==> config.mk <==
export PLATFORM = sky130hd
export DESIGN_NAME = multichannel_barrier_sync
export DESIGN_NICKNAME = d
export VERILOG_FILES = /design/src/hdl/mbs_pkg.sv /design/src/hdl/mbs_visit.sv /design/src/hdl/multichannel_barrier_sync.sv
export SDC_FILE = /design/constraint.sdc
export NUM_CORES = 1
export LEC_CHECK = 0
export BUFFER_PORTS_ARGS = -buffer_cell sky130_fd_sc_hd__buf_2
export CAP_MARGIN = 10
export CORE_UTILIZATION = 52
export CTS_BUF_LIST = sky130_fd_sc_hd__clkbuf_8
export DETAILED_ROUTE_END_ITERATION = 8
export PLACE_DENSITY = 0.66
export SLEW_MARGIN = 20
export SYNTH_ARGS = -nofsm -noshare
export SYNTH_HDL_FRONTEND = slang
export SYNTH_SLANG_ARGS = --single-unit
==> constraint.sdc <==
create_clock -name aclk -period 4.8 [get_ports aclk]
set_clock_uncertainty 0.15 [all_clocks]
set_input_delay 1.44 -clock aclk [delete_from_list [all_inputs] [get_ports aclk]]
set_output_delay 1.44 -clock aclk [all_outputs]
set_load 0.02 [all_outputs]
==> src/hdl/mbs_pkg.sv <==
// shared types, constants and helpers of the multichannel barrier synchroniser
package mbs_pkg;

    localparam int NUM_CHANNELS  = 3;
    localparam int COUNT_MODULUS = 100;
    localparam int COUNT_W       = 7;
    localparam int CH_IDX_W      = $clog2(NUM_CHANNELS);
    localparam int PASS_MAX      = NUM_CHANNELS + 2;
    localparam int PASS_W        = $clog2(PASS_MAX + 1);

    typedef logic [COUNT_W-1:0]                    count_t;
    typedef logic [NUM_CHANNELS-1:0]               chan_t;
    typedef logic [CH_IDX_W-1:0]                   ch_idx_t;
    typedef logic [PASS_W-1:0]                     pass_t;
    typedef logic [NUM_CHANNELS-1:0][COUNT_W-1:0]  row_t;

    // per-visit flags of the channel being visited
    typedef struct packed {
        logic req;
        logic req_prev;
        logic check;
        logic done_prev;
    } visit_ctl_t;

    // outcome of one channel visit
    typedef struct packed {
        row_t row;
        logic write;
        logic done_clr;
        logic done_set;
    } visit_res_t;

    // increment with wrap at the counter modulus
    function automatic count_t inc_mod(count_t v);
        count_t r;
        if (v == count_t'(COUNT_MODULUS - 1)) begin
            r = '0;
        end else begin
            r = v + count_t'(1);
        end
        return r;
    endfunction

endpackage

==> src/hdl/mbs_visit.sv <==
// channel visit unit: row load, mask compare and generation bump for one channel
module mbs_visit (
    input  mbs_pkg::row_t       row_in,
    input  mbs_pkg::row_t       diag_in,
    input  mbs_pkg::chan_t      mask_in,
    input  mbs_pkg::ch_idx_t    ch_in,
    input  mbs_pkg::visit_ctl_t ctl_in,
    output mbs_pkg::visit_res_t res_out
);

    mbs_pkg::row_t   row_eff;
    mbs_pkg::count_t gen;
    logic            rising;
    logic            ok;
    logic            release_ch;
    logic            bump;

    // rising request reloads the row from the diagonal plus one
    always_comb begin
        rising  = ctl_in.req && !ctl_in.req_prev;
        row_eff = row_in;
        ok      = 1'b1;
        for (int i = 0; i < mbs_pkg::NUM_CHANNELS; i++) begin
            if (rising) begin
                row_eff[i] = mbs_pkg::inc_mod(diag_in[i]);
            end
        end
        // every masked peer must have reached the expected generation
        for (int i = 0; i < mbs_pkg::NUM_CHANNELS; i++) begin
            if ((mbs_pkg::ch_idx_t'(i) != ch_in) && mask_in[i] &&
                (row_eff[i] != diag_in[i])) begin
                ok = 1'b0;
            end
        end
    end

    // first release bumps the generation across the whole row
    always_comb begin
        release_ch = ctl_in.req && ctl_in.check && ok;
        bump       = release_ch && !ctl_in.done_prev;
        gen        = mbs_pkg::inc_mod(row_eff[ch_in]);
        res_out.row = row_eff;
        if (bump) begin
            for (int i = 0; i < mbs_pkg::NUM_CHANNELS; i++) begin
                res_out.row[i] = gen;
            end
        end
        res_out.write    = ctl_in.req;
        res_out.done_clr = rising;
        res_out.done_set = release_ch;
    end

endmodule

==> src/hdl/multichannel_barrier_sync.sv <==
// multichannel barrier synchroniser top level: sequencer, state and result register
// operation: the sequencer steps the channel visit unit over every channel in every pass,
//   2 to 5 passes, then loads the result register; a transaction with clear_all set goes
//   straight to the result register. One transaction is taken at a time: s_ready stays low
//   until the result register takes the result, as the single visit unit serves every channel
// reset: synchronous active-low aresetn zeroes counters and flags, sets all masks
module multichannel_barrier_sync (
    input  logic                     aclk,
    input  logic                     aresetn,
    input  logic                     s_valid,
    output logic                     s_ready,
    input  logic                     s_clear_all,
    input  mbs_pkg::chan_t           s_request_bits,
    output logic                     m_valid,
    input  logic                     m_ready,
    output mbs_pkg::chan_t           m_request_after,
    output mbs_pkg::chan_t           m_done_bits,
    output logic                     m_all_done,
    output mbs_pkg::count_t          m_count_ch0,
    output mbs_pkg::count_t          m_count_ch1,
    output mbs_pkg::count_t          m_count_ch2,
    input  logic                     cfg_wr_en,
    input  mbs_pkg::ch_idx_t         cfg_index,
    input  mbs_pkg::chan_t           cfg_wr_data
);

    localparam logic [1:0] ST_IDLE   = 2'd0;
    localparam logic [1:0] ST_RUN    = 2'd1;
    localparam logic [1:0] ST_FINISH = 2'd2;

    localparam int CH_IDX_W_P1 = mbs_pkg::CH_IDX_W + 1;

    logic [1:0]          state_reg;
    mbs_pkg::ch_idx_t    ch_reg;
    mbs_pkg::pass_t      pass_reg;
    mbs_pkg::row_t       cm_reg [mbs_pkg::NUM_CHANNELS];
    mbs_pkg::chan_t      mask_reg [mbs_pkg::NUM_CHANNELS];
    mbs_pkg::chan_t      req_reg;
    mbs_pkg::chan_t      req_prev_reg;
    mbs_pkg::chan_t      check_reg;
    mbs_pkg::chan_t      done_reg;
    mbs_pkg::chan_t      done_prev_reg;
    mbs_pkg::chan_t      busy_reg;
    mbs_pkg::chan_t      done_next;
    mbs_pkg::chan_t      req_masked;
    mbs_pkg::chan_t      unlock;
    mbs_pkg::pass_t      pass_next;
    mbs_pkg::row_t       diag;
    mbs_pkg::visit_ctl_t vctl;
    mbs_pkg::visit_res_t vres;
    logic                pass_end;
    logic                again;
    logic                out_free;

    logic                m_valid_reg;
    mbs_pkg::chan_t      m_request_after_reg;
    mbs_pkg::chan_t      m_done_bits_reg;
    logic                m_all_done_reg;
    mbs_pkg::count_t     m_count_ch0_reg;
    mbs_pkg::count_t     m_count_ch1_reg;
    mbs_pkg::count_t     m_count_ch2_reg;

    // diagonal generations and masked request
    always_comb begin
        for (int i = 0; i < mbs_pkg::NUM_CHANNELS; i++) begin
            diag[i]       = cm_reg[i][i];
            req_masked[i] = s_request_bits[i] && (mask_reg[i] != '0);
        end
    end

    // flags of the channel under visit
    always_comb begin
        vctl.req       = req_reg[ch_reg];
        vctl.req_prev  = req_prev_reg[ch_reg];
        vctl.check     = check_reg[ch_reg];
        vctl.done_prev = done_prev_reg[ch_reg];
    end

    mbs_visit u_visit (
        .row_in  (cm_reg[ch_reg]),
        .diag_in (diag),
        .mask_in (mask_reg[ch_reg]),
        .ch_in   (ch_reg),
        .ctl_in  (vctl),
        .res_out (vres)
    );

    // done flags after this visit and end-of-pass decision
    always_comb begin
        done_next = done_reg;
        if (vres.done_clr) begin
            done_next[ch_reg] = 1'b0;
        end
        if (vres.done_set) begin
            done_next[ch_reg] = 1'b1;
        end
        pass_end  = (ch_reg == mbs_pkg::ch_idx_t'(mbs_pkg::NUM_CHANNELS - 1));
        unlock    = done_next & ~done_prev_reg;
        pass_next = pass_reg + mbs_pkg::pass_t'(1);
        again     = ((unlock != '0) || (pass_reg == '0)) &&
                    (pass_next < mbs_pkg::pass_t'(mbs_pkg::PASS_MAX));
        out_free  = !m_valid_reg || m_ready;
    end

    // sequencer and barrier state
    always_ff @(posedge aclk) begin
        if (!aresetn) begin
            state_reg     <= ST_IDLE;
            ch_reg        <= '0;
            pass_reg      <= '0;
            req_reg       <= '0;
            req_prev_reg  <= '0;
            check_reg     <= '0;
            done_reg      <= '0;
            done_prev_reg <= '0;
            busy_reg      <= '0;
            for (int i = 0; i < mbs_pkg::NUM_CHANNELS; i++) begin
                cm_reg[i]   <= '0;
                mask_reg[i] <= '1;
            end
        end else begin
            case (state_reg)
                ST_IDLE: begin
                    if (s_valid) begin
                        if (s_clear_all) begin
                            req_reg       <= s_request_bits;
                            req_prev_reg  <= '0;
                            check_reg     <= '0;
                            done_reg      <= '0;
                            done_prev_reg <= '0;
                            busy_reg      <= '0;
                            for (int i = 0; i < mbs_pkg::NUM_CHANNELS; i++) begin
                                cm_reg[i]   <= '0;
                                mask_reg[i] <= '1;
                            end
                            state_reg <= ST_FINISH;
                        end else begin
                            req_reg   <= req_masked;
                            check_reg <= ~busy_reg;
                            ch_reg    <= '0;
                            pass_reg  <= '0;
                            state_reg <= ST_RUN;
                        end
                    end
                end
                ST_RUN: begin
                    busy_reg[ch_reg] <= req_reg[ch_reg];
                    done_reg         <= done_next;
                    if (vres.write) begin
                        cm_reg[ch_reg] <= vres.row;
                    end
                    if (pass_end) begin
                        req_reg       <= req_reg & ~done_next;
                        req_prev_reg  <= req_reg & ~done_next;
                        check_reg     <= '1;
                        done_prev_reg <= done_next;
                        ch_reg        <= '0;
                        pass_reg      <= pass_next;
                        if (!again) begin
                            state_reg <= ST_FINISH;
                        end
                    end else begin
                        ch_reg <= ch_reg + mbs_pkg::ch_idx_t'(1);
                    end
                end
                ST_FINISH: begin
                    if (out_free) begin
                        state_reg <= ST_IDLE;
                    end
                end
                default: begin
                    state_reg <= ST_IDLE;
                end
            endcase
            // register writes, indexes past the list are dropped
            if (cfg_wr_en && ({1'b0, cfg_index} < (CH_IDX_W_P1)'(mbs_pkg::NUM_CHANNELS))) begin
                mask_reg[cfg_index] <= cfg_wr_data;
            end
        end
    end

    // result valid flag
    always_ff @(posedge aclk) begin
        if (!aresetn) begin
            m_valid_reg <= 1'b0;
        end else if ((state_reg == ST_FINISH) && out_free) begin
            m_valid_reg <= 1'b1;
        end else if (m_ready) begin
            m_valid_reg <= 1'b0;
        end
    end

    // result payload
    always_ff @(posedge aclk) begin
        if ((state_reg == ST_FINISH) && out_free) begin
            m_request_after_reg <= req_reg;
            m_done_bits_reg     <= done_reg;
            m_all_done_reg      <= (done_reg == '1);
            m_count_ch0_reg     <= diag[0];
            m_count_ch1_reg     <= diag[1];
            m_count_ch2_reg     <= diag[2];
        end
    end

    assign s_ready         = (state_reg == ST_IDLE);
    assign m_valid         = m_valid_reg;
    assign m_request_after = m_request_after_reg;
    assign m_done_bits     = m_done_bits_reg;
    assign m_all_done      = m_all_done_reg;
    assign m_count_ch0     = m_count_ch0_reg;
    assign m_count_ch1     = m_count_ch1_reg;
    assign m_count_ch2     = m_count_ch2_reg;

endmodule

# After elaboration in Yosys (flattened, before gate mapping)
# Memory sizes are Yosys's and may differ from the RTL's. A register that Yosys moved wholly into a read port is not among the register bits.
# Cells that the tools add are included.
# totals
register_bits	54
latchBits	0
ramBits	72
romBits	0
inputBits	14
output_inout_bits	30
elab_cells	182
memories	2
# memory_table
memory	depth	word_bits	read_ports	rd_ports_with_merged_regs	write_ports	line_no	source
cm_reg	3	21	4	1	3	multichannel_barrier_sync.sv:36	mbs_pkg::row_t cm_reg [mbs_pkg::NUM_CHANNELS];
mask_reg	3	3	4	1	4	multichannel_barrier_sync.sv:37	mbs_pkg::chan_t mask_reg [mbs_pkg::NUM_CHANNELS];
# classes
n_addsub	6
mul	0
div_mod_pow	0
order_cmp	4
n_eq_ne	19
shifts	0
muxes	83
bitwise_logic	14
reduce_logical	38
# op_table
op	n
$mux 21	5
$mux 7	8
$mux 3	17
$pmux 3 s2	7
$add 7x1->7 const B	4
$eq 7x7->1 const B	4
$mux 2	13
$mux 1	24
$ne 7x7->1	3
$reduce_or 21->1	1
$logic_and 1x1->1	17
$bmux 7 s2	1
$not 3->3	4
$reduce_and 4->1	3
$reduce_bool 3->1	4
$ne 2x2->1 const B	5
$and 3x3->3	3
$reduce_and 3->1	3
$bmux 1 s2	4
$or 1x1->1	6
$pmux 2 s3	1
$reduce_bool 2->1	3
$eq 2x2->1 const B	2
$pmux 2 s2	1
18 further kinds	21

# Depth between registers and ports, before layout
# depth
word_depth	19
ltp_mapped	15
ltp_nobuf	11

# Cells and area by module
# Synthesis repeated with hierarchy kept, for this count alone.
# hier_totals
hier_cells	678
hier_area_um2	8000.2
# modules_own_cells
module	n_inst	cells_per_inst	area_per_inst_um2	seq_area_each_um2
multichannel_barrier_sync	1	436	6342.3	4284.1
mbs_visit	1	242	1657.8	0.0

# Worst setup path before layout
# Ideal clock, no wire load.
# synth_timing
path_kind	register to register
from	register with a tool-made name
to	memory cm_reg[2][20] (netlist name), data pin
setup_time_ps	270
t_arrival_ps	3120
required_ps	4380
path_slack_ps	1260
path_stages_with_launch	15
n_path_buf	4
synth_period_minus_slack_ps	3540
cell_sequence	dfxtp_1 buf_2 buf_2 buf_2 mux2i_1 a21oi_1 mux4_2 a2bb2oi_1 inv_1 ha_1 and3b_1 and4_1 o211ai_4 buf_6 a21oi_1
# synth_rtl
item	line_no
end: declaration	multichannel_barrier_sync.sv:36

==> flow_metrics.py <==
metrics = {
    "sta": {
        "worstMarginPinSlew_ps": 949,
        "fin_crit_sh_pct": 89.1,
        "setup_violations": 0,
        "setup_ws_ps": 522,
        "max_slew_margin_pct": 36.6,
        "rsz0062_at_grt": "false",
        "finalHoldViolations": 0,
        "finalSetupTns_ps": 0,
        "min_period_ps": 4280,
        "slew_viol_final": 0,
        "timing.fmax_mhz": 234,
    },
    "synthesis": {
        "synth_fa_ha_area_share_pct": 0.881,
        "synth_compound_area_share_pct": 16.0,
        "ys_warn_count": 0,
        "synth_edf_count": 124,
        "synth-seq-cells": 152,
        "syn_inst": 753,
        "synth.avg_cell_area_um2": 11.3,
        "netlist_area_mm2": 0.00852,
        "synth_ff_type": "edfxtp_1",
        "seq_area_frac_synth_pct": 50.3,
        "synthXorXnorAreaFrac_pct": 3.70,
        "synth_top_family_by_area": "compound AO/OA/AOI/OAI gates",
        "synth-simple-area-share_pct": 14.2,
        "async_reset_ff_share_pct": 0,
        "synth_cell_type_count": 78,
        "synthMuxAreaShare_pct": 10.6,
    },
    "setup_path": {
        "crit_path_start_kind": "flop",
        "critical_path_class": "flop to flop",
        "worstPathArrival_ps": 4440,
        "reg2reg_depth": 11,
        "cp_max_fo": 28,
        "worstSetupEndpointType": "flop",
        "cp.required_ps": 4970,
    },
    "final_layout": {
        "layout_common_cells": "edfxtp_1 (124), nand2_1 (71), a21oi_1 (71), nor2_1 (47), buf_2 (43)",
        "layout_commonest_cell": "edfxtp_1",
        "largest_reg_flops": 84,
        "nFillCells": 1358,
        "area_delta_synth_final_pct": 10.4,
        "finalNetCount": 832,
        "drive_above_1_share_pct": 20.1,
        "antenna_cells": 0,
    },
    "global_routing": {
        "grt_overflow": 0,
        "grt_usage_pct": 28.3,
        "antenna_found_initial": 0,
        "grt_pass1_wl_mm": 34.7,
        "grt_start_max_net_pins": 33,
        "grt_pass1_vias": 6014,
    },
    "placed_design": {
        "dpl.hpwl_mm": 15.7,
        "dp_slack_ps": 569,
        "gp_congestion": 0.934,
        "io_buffers": 43,
    },
    "clocking": {
        "h-tree-depth": 4,
        "cts.sink_count": 152,
        "clk_path_buf_depth": 2,
        "insertion_delay_ps": 470,
        "cts_tree": "yes",
        "post_cts_buffers": 0,
        "cts.clk_slew.worst_paths_ps": 80,
        "postCtsHoldBufs": 0,
        "cts_root_buf": "clkbuf_8",
        "ctsResizeCount": 0,
        "cts_buffers": 17,
    },
    "run_status": {
        "outcome": "complete, no violations",
    },
    "route": {
        "vias": 6443,
        "drtIter0Drc": 675,
        "avgViaCountPerCell": 6.20,
        "post-route-drc-count": 0,
        "routedWlPerCell_um": 21.5,
        "drtPass1Iterations": 5,
        "antenna_left": 0,
        "wirelength_mm": 22.3,
    },
    "die": {
        "die-width_um": 130,
        "start_util_pct": 53.4,
        "die_h_um": 130,
        "ios": 44,
        "row_count": 46,
        "design.die.area_mm2": 0.0169,
        "core_mm2": 0.0159,
    },
    "power_and_ir_drop": {
        "irDropWorstVdd_mv": 0.182,
        "leakage_nw": 3.38,
        "power.total_mw": 3.61,
        "p_per_area_mw_per_mm2": 384,
    },
    "job": {
        "maxCapViolations": 0,
    },
    "min_path": {
        "hold_class": "flop to flop",
        "whs_path_depth": 2,
    },
}
synth_stat cells (all sizes together) (6+ instances only):
master / number / area [um2]
edfxtp: 124 / 3720
nand2: 72 / 273
a21oi: 71 / 355
nor2: 48 / 183
clkbuf: 31 / 116
dfxtp: 28 / 561
mux2i: 28 / 288
o21ai: 27 / 135
buf: 24 / 183
mux4: 23 / 518
nand3: 22 / 160
nor2b: 21 / 131
xnor2: 18 / 158
xor2: 18 / 158
inv: 16 / 60.1
nand2b: 15 / 93.8
nor3: 13 / 70.1
mux2: 9 / 101
or2: 8 / 50.1
a22oi: 7 / 52.6
a31oi: 7 / 43.8
a21boi: 6 / 45.0
a32oi: 6 / 52.6
ha: 6 / 75.1
o211ai: 6 / 58.8
o31ai: 6 / 50.1
o32ai: 6 / 52.6
metal layers:
layer	routed length [um]	part of all wire [%]	global-route usage (%)
met1	10100	45	40.5
met2	10200	46	43.6
met3	1660	7.4	5.58
met4	370	1.7	9.03
met5	0	0	0
final timing paths:
kind / from / slack (ps) / end
max: flop / 520 / cm_reg[1][5]
min: busy_reg[2] / 340 / busy_reg[2]
max reg2reg: flop / 520 / cm_reg[1][5]
min reg2reg: busy_reg[2] / 340 / busy_reg[2]
through the flow:
step	cell area, um2	hold slack (ps)	std cells	utilization, %
6_report	9400	340	1040	59.0
5_1_grt	9400	366	1040	59.0
4_1_cts	9400	337	1040	59.0
3_5_place_dp	9020	327	1009	56.6
3_3_place_gp	9020	315	1009	56.6
2_1_floorplan	8600	271	776	-
power by group:
group	internal (mW)	total [mW]	switching, mW
combinational	0.360	0.942	0.581
sequential	1.58	1.70	0.117
clock	0.491	0.967	0.476
cell families (layout without fill, tap and decap cells):
family | Yosys count | count (layout)
DFF | 152 | 152
AOI/OAI and AO/OA | 195 | 195
adders and majority gates | 6 | 6
buffers and inverters | 72 | 120
and+or+nand+nor | 231 | 231
other | 1 | 24
xor gates and xnor gates | 36 | 36
muxes | 60 | 60
critical path, stage by stage (launching register included):
cell and delay (ps):
dfxtp_2 860, buf_4 290, mux2_2 370, nand2_1 60, o311ai_0 180, nor4_2 250
nand2_1 150, o41ai_4 480, and4_1 450, buf_4 300, nand4_2 320, a21oi_1 240
area by class of cell:
class,count,area [um2],share of cell area [%]
flip-flops and latches,152,4290,45.6
inverters,17,63.8,0.679
clock buffers,20,275,2.93
repair buffers,72,433,4.61
clock inverters,11,106,1.13
well taps,216,270,2.88
multi-input cells,552,3970,42.2
(Power assumes the default switching activity.)
